**config.mk**
```make
export PLATFORM = sky130hd
export DESIGN_NAME = time_ordered_event_queue_top_flat
export DESIGN_NICKNAME = d
export VERILOG_FILES = /design/src/design/toq_pkg.sv /design/src/design/toq_if.sv /design/src/design/toq_dpath.sv /design/src/design/toq_ctrl.sv /design/src/design/time_ordered_event_queue_top.sv /design/src/flat_wrapper.sv
export SDC_FILE = /design/constraint.sdc
export NUM_CORES = 1
export LEC_CHECK = 0
export ABC_AREA = 1
export BUFFER_PORTS_ARGS = -buffer_cell sky130_fd_sc_hd__buf_2
export CORE_MARGIN = 3
export CORE_UTILIZATION = 55
export CTS_CLUSTER_DIAMETER = 40
export DETAILED_ROUTE_END_ITERATION = 8
export GPL_TIMING_DRIVEN = 0
export HOLD_SLACK_MARGIN = 0.03
export PLACE_DENSITY = 0.72
export SLEW_MARGIN = 10
export SYNTH_ARGS = -nofsm -noshare
export SYNTH_HDL_FRONTEND = slang
export SYNTH_SLANG_ARGS = --single-unit
```
**constraint.sdc**
```tcl
create_clock -name clock -period 8.9 [get_ports clock]
set_clock_uncertainty 0.1 [all_clocks]
set_input_delay 0 -clock clock [delete_from_list [all_inputs] [get_ports clock]]
set_output_delay 0 -clock clock [all_outputs]
set_load 0.005 [all_outputs]
```
**src/design/toq_pkg.sv**
```systemverilog
// ----------------------------------------------------------------------------
// toq_pkg
// Shared widths, status codes and controller/datapath command types for the
// time-ordered event queue.
// ----------------------------------------------------------------------------
package toq_pkg;

   localparam int TIME_W = 48;
   localparam int TYPE_W = 2;
   localparam int STAT_W = 2;
   localparam int ENT_W  = TIME_W + TYPE_W;

   localparam logic [STAT_W-1:0] ST_INSERTED = 2'd0;
   localparam logic [STAT_W-1:0] ST_POPPED   = 2'd1;
   localparam logic [STAT_W-1:0] ST_FULL     = 2'd2;
   localparam logic [STAT_W-1:0] ST_EMPTY    = 2'd3;

   localparam logic [2:0] PTR_HOLD = 3'd0;
   localparam logic [2:0] PTR_TAIL = 3'd1;
   localparam logic [2:0] PTR_HEAD = 3'd2;
   localparam logic [2:0] PTR_DEC  = 3'd3;
   localparam logic [2:0] PTR_INC  = 3'd4;

   localparam logic [1:0] RD_HEAD = 2'd0;
   localparam logic [1:0] RD_TAIL = 2'd1;
   localparam logic [1:0] RD_PREV = 2'd2;

   typedef struct packed {
      logic              load;
      logic [2:0]        ptr_op;
      logic [1:0]        rd_sel;
      logic              wr_shift;
      logic              wr_place;
      logic              pop;
      logic              res_load;
      logic [STAT_W-1:0] res_status;
   } toq_cmd_type;

   typedef struct packed {
      logic is_pop;
      logic empty;
      logic full;
      logic ge;
      logic last;
   } toq_stat_type;

endpackage

```
**src/design/toq_if.sv**
```systemverilog
// ----------------------------------------------------------------------------
// toq_if
// Valid/ready channels for request and response words of the event queue.
// ----------------------------------------------------------------------------
interface toq_req_if;
   logic                         valid;
   logic                         ready;
   logic                         command;
   logic [toq_pkg::TIME_W-1:0]   event_time;
   logic [toq_pkg::TYPE_W-1:0]   event_kind;

   modport source (output valid, output command, output event_time, output event_kind,
                   input ready);
   modport sink   (input valid, input command, input event_time, input event_kind,
                   output ready);
endinterface

interface toq_rsp_if;
   logic                         valid;
   logic                         ready;
   logic [toq_pkg::STAT_W-1:0]   status;
   logic [toq_pkg::TIME_W-1:0]   out_time;
   logic [toq_pkg::TYPE_W-1:0]   out_type;

   modport source (output valid, output status, output out_time, output out_type,
                   input ready);
   modport sink   (input valid, input status, input out_time, input out_type,
                   output ready);
endinterface

```
**src/design/toq_dpath.sv**
```systemverilog
// ----------------------------------------------------------------------------
// toq_dpath
// Entry memory kept as a sorted circular buffer, walk pointer, compare and
// response register.
// ----------------------------------------------------------------------------
module toq_dpath #(
   parameter int QUEUE_DEPTH = 16
) (
   input  logic                       clock,
   input  logic                       reset,
   input  logic                       req_command,
   input  logic [toq_pkg::TIME_W-1:0] req_event_time,
   input  logic [toq_pkg::TYPE_W-1:0] req_event_kind,
   input  toq_pkg::toq_cmd_type       cmd,
   output toq_pkg::toq_stat_type      stat,
   output logic [toq_pkg::STAT_W-1:0] rsp_status,
   output logic [toq_pkg::TIME_W-1:0] rsp_out_time,
   output logic [toq_pkg::TYPE_W-1:0] rsp_out_type
);

   localparam int IDX_W = (QUEUE_DEPTH > 1) ? $clog2(QUEUE_DEPTH) : 1;
   localparam int CNT_W = $clog2(QUEUE_DEPTH + 1);
   localparam int SUM_W = IDX_W + 1;
   localparam logic [IDX_W-1:0] LAST_IDX = IDX_W'(QUEUE_DEPTH - 1);
   localparam logic [SUM_W-1:0] DEPTH_S  = SUM_W'(QUEUE_DEPTH);
   localparam logic [CNT_W-1:0] DEPTH_C  = CNT_W'(QUEUE_DEPTH);

   logic [toq_pkg::ENT_W-1:0]  mem [QUEUE_DEPTH];

   logic                       cmd_ff;
   logic [toq_pkg::TIME_W-1:0] time_ff;
   logic [toq_pkg::TYPE_W-1:0] type_ff;
   logic [IDX_W-1:0]           head_ff, head_in;
   logic [CNT_W-1:0]           count_ff, count_in;
   logic [IDX_W-1:0]           ptr_ff, ptr_in;
   logic [CNT_W-1:0]           left_ff, left_in;
   logic [toq_pkg::ENT_W-1:0]  rd_ff;
   logic [toq_pkg::STAT_W-1:0] status_ff;
   logic [toq_pkg::TIME_W-1:0] otime_ff;
   logic [toq_pkg::TYPE_W-1:0] otype_ff;

   logic [toq_pkg::TIME_W-1:0] rd_time;
   logic [toq_pkg::TYPE_W-1:0] rd_typ;
   logic [IDX_W-1:0]           ptr_inc, ptr_dec, head_inc, tail;
   logic [SUM_W-1:0]           tail_sum;
   logic [IDX_W-1:0]           rd_addr, wr_addr;
   logic [toq_pkg::ENT_W-1:0]  wr_data;
   logic                       wr_en;
   logic                       res_popped;

   assign rd_time = rd_ff[toq_pkg::ENT_W-1:toq_pkg::TYPE_W];
   assign rd_typ  = rd_ff[toq_pkg::TYPE_W-1:0];

   assign ptr_inc  = (ptr_ff == LAST_IDX) ? '0 : ptr_ff + IDX_W'(1);
   assign ptr_dec  = (ptr_ff == '0) ? LAST_IDX : ptr_ff - IDX_W'(1);
   assign head_inc = (head_ff == LAST_IDX) ? '0 : head_ff + IDX_W'(1);

   assign tail_sum = SUM_W'(head_ff) + SUM_W'(count_ff) - SUM_W'(1);
   assign tail     = (tail_sum >= DEPTH_S) ? IDX_W'(tail_sum - DEPTH_S) : IDX_W'(tail_sum);

   assign stat.is_pop = cmd_ff;
   assign stat.empty  = (count_ff == '0);
   assign stat.full   = (count_ff == DEPTH_C);
   assign stat.ge     = (rd_time >= time_ff);
   assign stat.last   = (left_ff == CNT_W'(1));

   always_comb begin
      unique case (cmd.ptr_op)
         toq_pkg::PTR_TAIL: ptr_in = tail;
         toq_pkg::PTR_HEAD: ptr_in = head_ff;
         toq_pkg::PTR_DEC:  ptr_in = ptr_dec;
         toq_pkg::PTR_INC:  ptr_in = ptr_inc;
         default:           ptr_in = ptr_ff;
      endcase
      unique case (cmd.rd_sel)
         toq_pkg::RD_TAIL: rd_addr = tail;
         toq_pkg::RD_PREV: rd_addr = ptr_dec;
         default:          rd_addr = head_ff;
      endcase
      if (cmd.ptr_op == toq_pkg::PTR_TAIL) begin
         left_in = count_ff;
      end else if (cmd.ptr_op == toq_pkg::PTR_DEC) begin
         left_in = left_ff - CNT_W'(1);
      end else begin
         left_in = left_ff;
      end
      count_in = count_ff;
      head_in  = head_ff;
      if (cmd.wr_place) begin
         count_in = count_ff + CNT_W'(1);
      end else if (cmd.pop) begin
         count_in = count_ff - CNT_W'(1);
         head_in  = head_inc;
      end
   end

   assign wr_en      = cmd.wr_shift | cmd.wr_place;
   assign wr_addr    = cmd.wr_shift ? ptr_inc : ptr_ff;
   assign wr_data    = cmd.wr_shift ? rd_ff : {time_ff, type_ff};
   assign res_popped = (cmd.res_status == toq_pkg::ST_POPPED);

   always_ff @(posedge clock) begin
      if (wr_en) begin
         mem[wr_addr] <= wr_data;
      end
      rd_ff <= mem[rd_addr];
   end

   always_ff @(posedge clock) begin
      if (reset) begin
         head_ff  <= '0;
         count_ff <= '0;
      end else begin
         head_ff  <= head_in;
         count_ff <= count_in;
      end
   end

   always_ff @(posedge clock) begin
      ptr_ff  <= ptr_in;
      left_ff <= left_in;
      if (cmd.load) begin
         cmd_ff  <= req_command;
         time_ff <= req_event_time;
         type_ff <= req_event_kind;
      end
      if (cmd.res_load) begin
         status_ff <= cmd.res_status;
         otime_ff  <= res_popped ? rd_time : '0;
         otype_ff  <= res_popped ? rd_typ : '0;
      end
   end

   assign rsp_status   = status_ff;
   assign rsp_out_time = otime_ff;
   assign rsp_out_type = otype_ff;

endmodule

```
**src/design/toq_ctrl.sv**
```systemverilog
// ----------------------------------------------------------------------------
// toq_ctrl
// Sequencer for insert walk, pop and response handoff of the event queue.
// ----------------------------------------------------------------------------
module toq_ctrl (
   input  logic                  clock,
   input  logic                  reset,
   input  logic                  req_valid,
   output logic                  req_ready,
   output logic                  rsp_valid,
   input  logic                  rsp_ready,
   input  toq_pkg::toq_stat_type stat,
   output toq_pkg::toq_cmd_type  cmd
);

   localparam logic [2:0] S_IDLE  = 3'd0;
   localparam logic [2:0] S_DISP  = 3'd1;
   localparam logic [2:0] S_POP   = 3'd2;
   localparam logic [2:0] S_CMP   = 3'd3;
   localparam logic [2:0] S_PLACE = 3'd4;
   localparam logic [2:0] S_DONE  = 3'd5;

   logic [2:0]                 state_ff, state_in;
   logic                       rsp_valid_ff, rsp_valid_in;
   logic [toq_pkg::STAT_W-1:0] pend_ff, pend_in;
   logic                       slot_free;

   assign slot_free = !rsp_valid_ff || rsp_ready;
   assign req_ready = (state_ff == S_IDLE);
   assign rsp_valid = rsp_valid_ff;

   always_comb begin
      cmd        = '0;
      state_in   = state_ff;
      pend_in    = pend_ff;
      unique case (state_ff)
         S_IDLE: begin
            if (req_valid) begin
               cmd.load = 1'b1;
               state_in = S_DISP;
            end
         end
         S_DISP: begin
            if (stat.is_pop) begin
               if (stat.empty) begin
                  pend_in  = toq_pkg::ST_EMPTY;
                  state_in = S_DONE;
               end else begin
                  cmd.rd_sel = toq_pkg::RD_HEAD;
                  state_in   = S_POP;
               end
            end else if (stat.full) begin
               pend_in  = toq_pkg::ST_FULL;
               state_in = S_DONE;
            end else if (stat.empty) begin
               cmd.ptr_op = toq_pkg::PTR_HEAD;
               state_in   = S_PLACE;
            end else begin
               cmd.ptr_op = toq_pkg::PTR_TAIL;
               cmd.rd_sel = toq_pkg::RD_TAIL;
               state_in   = S_CMP;
            end
         end
         S_POP: begin
            cmd.rd_sel = toq_pkg::RD_HEAD;
            if (slot_free) begin
               cmd.res_load   = 1'b1;
               cmd.res_status = toq_pkg::ST_POPPED;
               cmd.pop        = 1'b1;
               state_in       = S_IDLE;
            end
         end
         S_CMP: begin
            if (stat.ge) begin
               cmd.wr_shift = 1'b1;
               if (stat.last) begin
                  state_in = S_PLACE;
               end else begin
                  cmd.ptr_op = toq_pkg::PTR_DEC;
                  cmd.rd_sel = toq_pkg::RD_PREV;
               end
            end else begin
               cmd.ptr_op = toq_pkg::PTR_INC;
               state_in   = S_PLACE;
            end
         end
         S_PLACE: begin
            cmd.wr_place = 1'b1;
            pend_in      = toq_pkg::ST_INSERTED;
            state_in     = S_DONE;
         end
         S_DONE: begin
            if (slot_free) begin
               cmd.res_load   = 1'b1;
               cmd.res_status = pend_ff;
               state_in       = S_IDLE;
            end
         end
         default: state_in = S_IDLE;
      endcase
      if (cmd.res_load) begin
         rsp_valid_in = 1'b1;
      end else if (rsp_ready) begin
         rsp_valid_in = 1'b0;
      end else begin
         rsp_valid_in = rsp_valid_ff;
      end
   end

   always_ff @(posedge clock) begin
      if (reset) begin
         state_ff     <= S_IDLE;
         rsp_valid_ff <= 1'b0;
      end else begin
         state_ff     <= state_in;
         rsp_valid_ff <= rsp_valid_in;
      end
   end

   always_ff @(posedge clock) begin
      pend_ff <= pend_in;
   end

endmodule

```
**src/design/time_ordered_event_queue_top.sv**
```systemverilog
// Pop, rejected insert, pop on empty: DISP then POP or DONE loads the response; one word in flight.
// Insert: after DISP the walk reads entries from the tail, shifting up a slot each one whose
// time is >= the new time; PLACE then writes the new entry. A held response stalls POP or DONE.
// The insert walk moves one entry per cycle through the single write port of the entry memory.
// Reset (synchronous) empties the queue; entry memory is not cleared.
// ----------------------------------------------------------------------------
// time_ordered_event_queue_top
// Future-event list sorted by timestamp; insert and pop-earliest commands.
// ----------------------------------------------------------------------------
module time_ordered_event_queue_top #(
   parameter int QUEUE_DEPTH = 16
) (
   input  logic       clock,
   input  logic       reset,
   toq_req_if.sink    req_ch,
   toq_rsp_if.source  rsp_ch
);

   toq_pkg::toq_cmd_type  cmd;
   toq_pkg::toq_stat_type stat;

   toq_ctrl u_ctrl (
      .clock     (clock),
      .reset     (reset),
      .req_valid (req_ch.valid),
      .req_ready (req_ch.ready),
      .rsp_valid (rsp_ch.valid),
      .rsp_ready (rsp_ch.ready),
      .stat      (stat),
      .cmd       (cmd)
   );

   toq_dpath #(
      .QUEUE_DEPTH (QUEUE_DEPTH)
   ) u_dpath (
      .clock          (clock),
      .reset          (reset),
      .req_command    (req_ch.command),
      .req_event_time (req_ch.event_time),
      .req_event_kind (req_ch.event_kind),
      .cmd            (cmd),
      .stat           (stat),
      .rsp_status     (rsp_ch.status),
      .rsp_out_time   (rsp_ch.out_time),
      .rsp_out_type   (rsp_ch.out_type)
   );

`ifndef SYNTHESIS
   a_one_in_flight: assert property (@(posedge clock) disable iff (reset)
      (req_ch.valid && req_ch.ready) |=> !req_ch.ready)
      else $error("request taken while another word is in flight");

   a_zero_payload: assert property (@(posedge clock) disable iff (reset)
      (rsp_ch.valid && (rsp_ch.status != toq_pkg::ST_POPPED))
         |-> (rsp_ch.out_time == '0 && rsp_ch.out_type == '0))
      else $error("non-pop response carries event data");

   a_no_overfill: assert property (@(posedge clock) disable iff (reset)
      cmd.wr_place |-> !stat.full)
      else $error("entry placed into full queue");

   a_no_pop_empty: assert property (@(posedge clock) disable iff (reset)
      cmd.pop |-> !stat.empty)
      else $error("entry removed from empty queue");
`endif

endmodule
```
**src/flat_wrapper.sv**
```systemverilog
// flat-port wrapper written by rule: the top's interface ports become plain ports
module time_ordered_event_queue_top_flat 
#(
   parameter int QUEUE_DEPTH = 16
)
  (clock, reset, req_ch_valid, req_ch_command, req_ch_event_time, req_ch_event_kind, req_ch_ready, rsp_ch_valid, rsp_ch_status, rsp_ch_out_time, rsp_ch_out_type, rsp_ch_ready);
  toq_req_if req_ch_i ();
  toq_rsp_if rsp_ch_i ();
  input  logic clock;
  input  logic reset;
  input wire logic [$bits(req_ch_i.valid)-1:0] req_ch_valid;
  input wire logic [$bits(req_ch_i.command)-1:0] req_ch_command;
  input wire logic [$bits(req_ch_i.event_time)-1:0] req_ch_event_time;
  input wire logic [$bits(req_ch_i.event_kind)-1:0] req_ch_event_kind;
  output wire logic [$bits(req_ch_i.ready)-1:0] req_ch_ready;
  output wire logic [$bits(rsp_ch_i.valid)-1:0] rsp_ch_valid;
  output wire logic [$bits(rsp_ch_i.status)-1:0] rsp_ch_status;
  output wire logic [$bits(rsp_ch_i.out_time)-1:0] rsp_ch_out_time;
  output wire logic [$bits(rsp_ch_i.out_type)-1:0] rsp_ch_out_type;
  input wire logic [$bits(rsp_ch_i.ready)-1:0] rsp_ch_ready;
  assign req_ch_i.valid = req_ch_valid;
  assign req_ch_i.command = req_ch_command;
  assign req_ch_i.event_time = req_ch_event_time;
  assign req_ch_i.event_kind = req_ch_event_kind;
  assign req_ch_ready = req_ch_i.ready;
  assign rsp_ch_valid = rsp_ch_i.valid;
  assign rsp_ch_status = rsp_ch_i.status;
  assign rsp_ch_out_time = rsp_ch_i.out_time;
  assign rsp_ch_out_type = rsp_ch_i.out_type;
  assign rsp_ch_i.ready = rsp_ch_ready;
  time_ordered_event_queue_top #(.QUEUE_DEPTH(QUEUE_DEPTH)) u_core (.clock(clock), .reset(reset), .req_ch(req_ch_i), .rsp_ch(rsp_ch_i));
endmodule
```
After elaboration in Yosys (flattened, before gate mapping). Memory sizes are Yosys's and may differ from the RTL's. A register that Yosys moved wholly into a read port is not among the register bits. Index checks and enable logic that the tools add are counted.

Memory bits (writable): 800. Memories kept: 1. Word-level logic and storage cells: 109. Output and inout port bits: 54. Register bits after elaboration: 127.

Memory list: u_core.u_dpath.mem (words 16, bits a word 50, rd ports 1, clocked after memory_dff 1, wr ports 1, line toq_dpath.sv:28) `logic [toq_pkg::ENT_W-1:0] mem [QUEUE_DEPTH];`.

$lt $le $gt $ge: 2. $add $sub $neg: 9. Multiplexer cells: 47. Equal/unequal tests: 21. Reduce and logical (&&, ||, !) cells: 14. Bitwise operators: 2.

Operators with widths (number): 50-bit 2-to-1 mux (1); 48-bit >= comparator (1); 3-bit 2-to-1 mux (12); 4-bit 2-to-1 mux (7); 5-bit 2-to-1 mux (5); 4-bit case mux with 4 select lines (1); 3-bit case mux with 5 select lines (1); 5-bit by 1-bit subtractor with 5-bit output, second input constant (3); 3-bit by 2-bit == test with 1-bit output, second input constant (4); 3-bit case mux with 2 select lines (2); 1-bit 2-to-1 mux (10); 2-bit 2-to-1 mux (5); 3-bit == test, second input constant (3); 4-bit by 1-bit adder with 4-bit output, second input constant (2); 4-bit == test, second input constant (2); 2-bit case mux with 2 select lines (2); 4-bit case mux with 2 select lines (1); 2-bit nonzero test (4); 4-bit by 1-bit subtractor with 4-bit output, second input constant (2); 3-bit by 1-bit == test with 1-bit output, second input constant (2); 3-bit by 2-bit != test with 1-bit output, second input constant (2); 3-bit AND reduction (2); 4-bit by 5-bit adder with 5-bit output (1); 5-bit by 1-bit adder with 5-bit output, second input constant (1); other kinds (18) (19).

Logic depth before layout (Yosys ltp).
Depth in word-level cells: 8. Mapped depth: 25. Mapped depth without buffers: 23.

By module. Synthesis repeated with hierarchy kept, for this count alone.

Cell total of the unflattened synthesis: 4043. Area total of the unflattened synthesis: 43100.1 um^2.

Modules (own cells, without submodules): toq_dpath (cells each 3964, area each 42632.1 um^2, times used 1); toq_ctrl (cells each 79, area each 467.9 um^2, times used 1).

Worst setup path after synthesis. OpenSTA, ideal clock, no wires.

Kind: flip-flop to flip-flop. From: register u_core.u_ctrl.state_ff[0]. To: register u_core.u_dpath.cmd_ff (enable). Required time: 8.277 ns. Library setup time: 0.523 ns. Setup slack: 4.279 ns. Stages on the path, launching flop included: 4. Arrival: 3.998 ns. Cells stage by stage: dfxtp_1 > nor2_1 > inv_1 > nor3_1.

RTL lines: from (decl) (line toq_ctrl.sv:23) `logic [2:0] state_ff, state_in;`; from (signal assigned) (line toq_ctrl.sv:115) `state_ff <= state_in;`; to (signal assigned) (line toq_dpath.sv:123) `cmd_ff <= req_command;`; to (decl) (line toq_dpath.sv:30) `logic cmd_ff;`.

Final worst setup path.
From: register u_core.u_dpath.time_ff[47] (netlist name). To: register u_core.u_dpath.rd_ff[23] (netlist name) (read register of u_core.u_dpath.mem).

Longest elaborated chain between the ends: 5.

Ends and longest elaborated chain: from (decl) (line toq_dpath.sv:31) `logic [toq_pkg::TIME_W-1:0] time_ff;`; from (signal assigned) (line toq_dpath.sv:124) `time_ff <= req_event_time;`; 48-bit >= comparator * (line toq_dpath.sv:64) `assign stat.ge = (rd_time >= time_ff);`; 3-bit 2-to-1 mux * (line toq_ctrl.sv:74) `if (stat.ge) begin`; 2-bit case mux with 2 select lines * (line toq_ctrl.sv:36) `unique case (state_ff)`; 2-bit == test or 2-bit by 1-bit == test with 1-bit output (tied branches) (line toq_dpath.sv:75) `unique case (cmd.rd_sel)`; 4-bit case mux with 2 select lines * (line toq_dpath.sv:75); to (decl) (line toq_dpath.sv:37) `logic [toq_pkg::ENT_W-1:0] rd_ff;`.

Mark *: on every way between the ends. The rest lies on a longest branch, timed or not. A chain may end at the register's enable or synchronous reset.

==> summary.json <==
{
  "ordered_cell_list_for_the_critical_path": "inv_1, ha_1, a21oi_1, o21ai_0, a21oi_1, nand2_1, nor2_2, nand2_4, nand3_1, buf_2, ha_1, inv_1, nand2_1, o22ai_1, buf_2, buf_1, o211ai_1, nand3_1, nand3_1, nand2_1",
  "setup-violations-final": 0,
  "die-height_um": 279,
  "tritoncts.num_buffers": 119,
  "crit_fanout": 10,
  "critPathRequiredTime_ns": 9.39,
  "r2r_setup_slack_ns": 3.28,
  "root_buffer": "sky130_fd_sc_hd__clkbuf_16",
  "post_synth_edffs": 914,
  "ys_seq_area_share_pct": 69.8,
  "cts_repair_resize_count": 0,
  "setup_repair_after_global_routing_missed_its_margin": "false",
  "summed_negative_setup_slack_over_all_endpoints_ns": 0,
  "drt_pass1_iterations": 7,
  "yosys_warnings": 0,
  "antenna_violating_nets_post_route": 0,
  "syn_to_final_growth_pct": 20.0,
  "holdCritStartpoint": "reset",
  "track_usage_pct": 28.8,
  "vias_in_the_first_global_route": 28100,
  "hold-path-endpoint": "u_core.u_dpath.head_ff[0]$_SDFFE_PP0P_",
  "cp-start-kind": "register",
  "placed_cells_incl_taps": 4553,
  "synth_adder_area_share_pct": 1.98,
  "mappedNetlistNets": 3522,
  "hold_viol": 0,
  "post_route_cells_drive_above_1_share_pct": 13.5,
  "overflow": 0,
  "synth_simple_gate_area_share_pct": 11.0,
  "path_delay_family": "buffers and inverters",
  "postSynthRegisterBits": 977,
  "holdCritPathClass": "in -> reg",
  "compound_gate_portion_of_the_synthesized_area_pct": 8.91,
  "filler_cell_count": 5085,
  "slew_headroom_pct": 5.28,
  "die_area_um2": 78000,
  "gp_congestion": 0.856,
  "final_cell_area_um2": 49300,
  "synthesized_instance_count": 3403,
  "power_per_cell_area_nw_per_um2": 327,
  "number_of_antenna_violations_at_the_first_check_in_global_routing": 4,
  "result_of_the_run": "finished clean",
  "period_share_pct": 63.1,
  "via_density_per_instance": 5.79,
  "detail_route.iter0.violations": 3357,
  "wl_mm": 112,
  "critical_path.n_buffers_inverters": 5,
  "clock_insertion_delay_at_the_later_pin_of_the_skew_report_ns": 0.69,
  "combinational_family_with_the_most_area_after_synthesis": "simple AND/OR/NAND/NOR gates",
  "place_area_um2": 44200,
  "mux_share_of_post_synthesis_cell_area_pct": 0,
  "syn_area_um2": 41100,
  "distinct_cells_synth": 36,
  "nature_of_the_critical_path_endpoint": "register",
  "r2r-start": "u_core.u_dpath.time_ff[47]$_DFFE_PP_",
  "worst_path_max_delay_cell": "sky130_fd_sc_hd__buf_2",
  "ys_dominant_reg_cell": "sky130_fd_sc_hd__edfxtp_1",
  "fp-row-count": 99,
  "initial_utilization_pct": 56.0,
  "clk_pin_slew_ns": 0.06,
  "layout_min_cycle_time_ns": 5.62,
  "grt_first_pass_wirelength_mm": 167,
  "worstPathArrival_ns": 6.11,
  "finalNonFillerCells": 4888,
  "postSynth.asyncResetShare_pct": 0,
  "cp_slowest_stage_delay_ns": 0.57,
  "yosys.area_share.xor_xnor_pct": 0.213,
  "max_cap_violations": 0,
  "syn_area_per_cell_um2": 12.1,
  "power.static_leakage_nw": 19.9,
  "cts_tree": "done",
  "quantity_of_i_o_buffers_inserted_on_ports": 108,
  "max_slew.worst_pin.slew_ns": 1.42,
  "fmax_ghz": 0.178,
  "grt_max_degree": 24,
  "cts_sinks": 977,
  "detailroute.via_count": 28300,
  "crit_type": "reg -> reg",
  "final_nets": 3943,
  "rr_worst_depth": 20,
  "post-route-drc-count": 0,
  "final_count_of_pins_violating_max_slew": 0,
  "die-width_um": 279,
  "whs_path_depth": 5,
  "vdd_ir_drop_max_v": 0.000205,
  "dpl.hpwl_mm": 72.2,
  "cts-htree-levels": 3,
  "timing.hold.ws_ns": 0.111,
  "wl_per_cell_um": 23.0,
  "clock_path_buffers": 3,
  "io-pin-count": 109,
  "regToRegEndpoint": "u_core.u_dpath.rd_ff[23]$_DFF_P_",
  "fp.coreArea_um2": 73500
}
[state kept, by name (all words and copies together) (netlist names), 3 cells and up]
| name | cells |
|---|---|
| u_core.u_dpath.head_ff | 4 |
| u_core.u_dpath.mem | 800 |
| u_core.u_dpath.time_ff | 48 |
| u_core.u_dpath.rsp_out_time | 48 |
| u_core.u_dpath.count_ff | 5 |
| u_core.u_dpath.ptr_ff | 4 |
| u_core.u_dpath.left_ff | 5 |
| u_core.u_ctrl.state_ff | 3 |
| u_core.u_dpath.rd_ff | 50 |
[synthesized netlist by cell type (5+ instances only)]
cell type / count / share of area [%]
sky130_fd_sc_hd__a21oi_1: 31 / 0.38
sky130_fd_sc_hd__a21o_1: 5 / 0.091
sky130_fd_sc_hd__nand3_1: 332 / 4.0
sky130_fd_sc_hd__buf_1: 14 / 0.13
sky130_fd_sc_hd__inv_1: 570 / 5.2
sky130_fd_sc_hd__buf_4: 11 / 0.20
sky130_fd_sc_hd__nor2_2: 5 / 0.076
sky130_fd_sc_hd__nor2_1: 98 / 0.90
sky130_fd_sc_hd__xnor2_1: 6 / 0.13
sky130_fd_sc_hd__o211ai_1: 400 / 7.3
sky130_fd_sc_hd__o22ai_1: 5 / 0.076
sky130_fd_sc_hd__nand2_1: 618 / 5.6
sky130_fd_sc_hd__edfxtp_1: 914 / 67
sky130_fd_sc_hd__buf_2: 50 / 0.61
sky130_fd_sc_hd__buf_6: 45 / 1.2
sky130_fd_sc_hd__clkbuf_1: 62 / 0.57
sky130_fd_sc_hd__dfxtp_1: 63 / 3.1
sky130_fd_sc_hd__nor3_1: 9 / 0.11
sky130_fd_sc_hd__o21ai_0: 69 / 0.84
sky130_fd_sc_hd__ha_1: 62 / 1.9
[worst max path at each step]
stage	endpoint	start	slack [ns]	cells past startpoint
2_1_floorplan	u_core.u_dpath.cmd_ff$_DFFE_PP_	u_core.u_ctrl.state_ff[0]$_SDFFE_PP0P_	4.28	3
3_3_place_gp	u_core.u_dpath.time_ff[23]$_DFFE_PP_	u_core.u_ctrl.state_ff[0]$_SDFFE_PP0P_	0.79	3
3_5_place_dp	u_core.u_dpath.rd_ff[49]$_DFF_P_	u_core.u_dpath.time_ff[47]$_DFFE_PP_	3.59	18
4_1_cts	u_core.u_dpath.rd_ff[49]$_DFF_P_	u_core.u_dpath.time_ff[47]$_DFFE_PP_	3.55	18
5_1_grt	u_core.u_dpath.rd_ff[23]$_DFF_P_	u_core.u_dpath.time_ff[23]$_DFFE_PP_	3.13	20
6_report	u_core.u_dpath.rd_ff[23]$_DFF_P_	u_core.u_dpath.time_ff[47]$_DFFE_PP_	3.28	20
[layout make-up]
class                           count  area (µm²)  area share, %
Sequential cell                   977       28700           58.2
Multi-Input combinational cell   1670        9260           18.8
Clock buffer                      148        3210           6.51
Timing Repair Buffer              300        2810           5.70
Inverter                          573        2150           4.36
Tap cell                          959        1200           2.43
Buffer                            183        1140           2.31
Clock inverter                     77         847           1.72
Antenna cell                        1        2.50        0.00507
[routing by layer]
| metal | global-route usage (%) | part of all wire (%) | wire (µm) | vias to the layer above |
|---|---|---|---|---|
| met4 | 12.7 | 4.6 | 5220 | 2 |
| met1 | 37.5 | 38 | 42200 | 13600 |
| met3 | 5.37 | 9.7 | 10900 | 323 |
| li1 | - | - | - | 12800 |
| met2 | 47.7 | 48 | 54000 | 1606 |
| met5 | 0 | 0.0098 | 11 | - |
[timing repair]
action / 4_1_cts / 5_1_grt
hold buffers: 109 / 0
setup buffers: 0 / 0
endpoints found under the hold margin: 91 / 0
[through the flow]
step | power (mW) | setup WS (ns) | util (%)
2_1_floorplan | 9.15 | 4.28 | -
3_3_place_gp | 10.9 | 0.786 | 58.3
3_5_place_dp | 11.1 | 3.59 | 60.1
4_1_cts | 16.1 | 3.55 | 67.2
5_1_grt | 16.8 | 3.13 | 67.2
6_report | 16.1 | 3.28 | 67.2
[logic make-up (layout without fill, tap and decap cells)]
group,after synthesis,in the layout
adders and majority gates,64,64
other,0,1
DFF,977,977
and+or+nand+nor,1076,1076
AOI/OAI and AO/OA,520,520
xor gates and xnor gates,10,10
buffers and inverters,756,1281
[worst min-delay path, stage by stage]
cell,delay (ns)
sky130_fd_sc_hd__dlygate4sd3_1,0.52
sky130_fd_sc_hd__buf_2,0.12
sky130_fd_sc_hd__inv_1,0.05
sky130_fd_sc_hd__nand2_1,0.08
sky130_fd_sc_hd__a22oi_1,0.07
[layout by cell type, fill, tap and decap left out, types with 8 or more instances in the layout]
master,instances
sky130_fd_sc_hd__a21oi_1,30
sky130_fd_sc_hd__buf_1,14
sky130_fd_sc_hd__buf_12,25
sky130_fd_sc_hd__buf_16,9
sky130_fd_sc_hd__buf_2,158
sky130_fd_sc_hd__buf_4,43
sky130_fd_sc_hd__buf_6,62
sky130_fd_sc_hd__bufinv_16,13
sky130_fd_sc_hd__clkbuf_1,83
sky130_fd_sc_hd__clkbuf_16,123
sky130_fd_sc_hd__clkinv_1,14
sky130_fd_sc_hd__clkinv_2,15
sky130_fd_sc_hd__clkinv_4,12
sky130_fd_sc_hd__clkinvlp_4,9
sky130_fd_sc_hd__dfxtp_1,63
sky130_fd_sc_hd__dlygate4sd3_1,109
sky130_fd_sc_hd__edfxtp_1,914
sky130_fd_sc_hd__ha_1,62
sky130_fd_sc_hd__inv_1,570
sky130_fd_sc_hd__nand2_1,618
sky130_fd_sc_hd__nand3_1,332
sky130_fd_sc_hd__nor2_1,82
sky130_fd_sc_hd__nor2_4,16
sky130_fd_sc_hd__nor3_1,8
sky130_fd_sc_hd__o211ai_1,400
sky130_fd_sc_hd__o21ai_0,19
sky130_fd_sc_hd__o21ai_1,46
[report_power, final]
part	switching [mW]	internal (mW)
logic	3.61	1.57
registers	0.209	5.86
clock network	1.93	2.96
(Power assumes the default switching activity.)
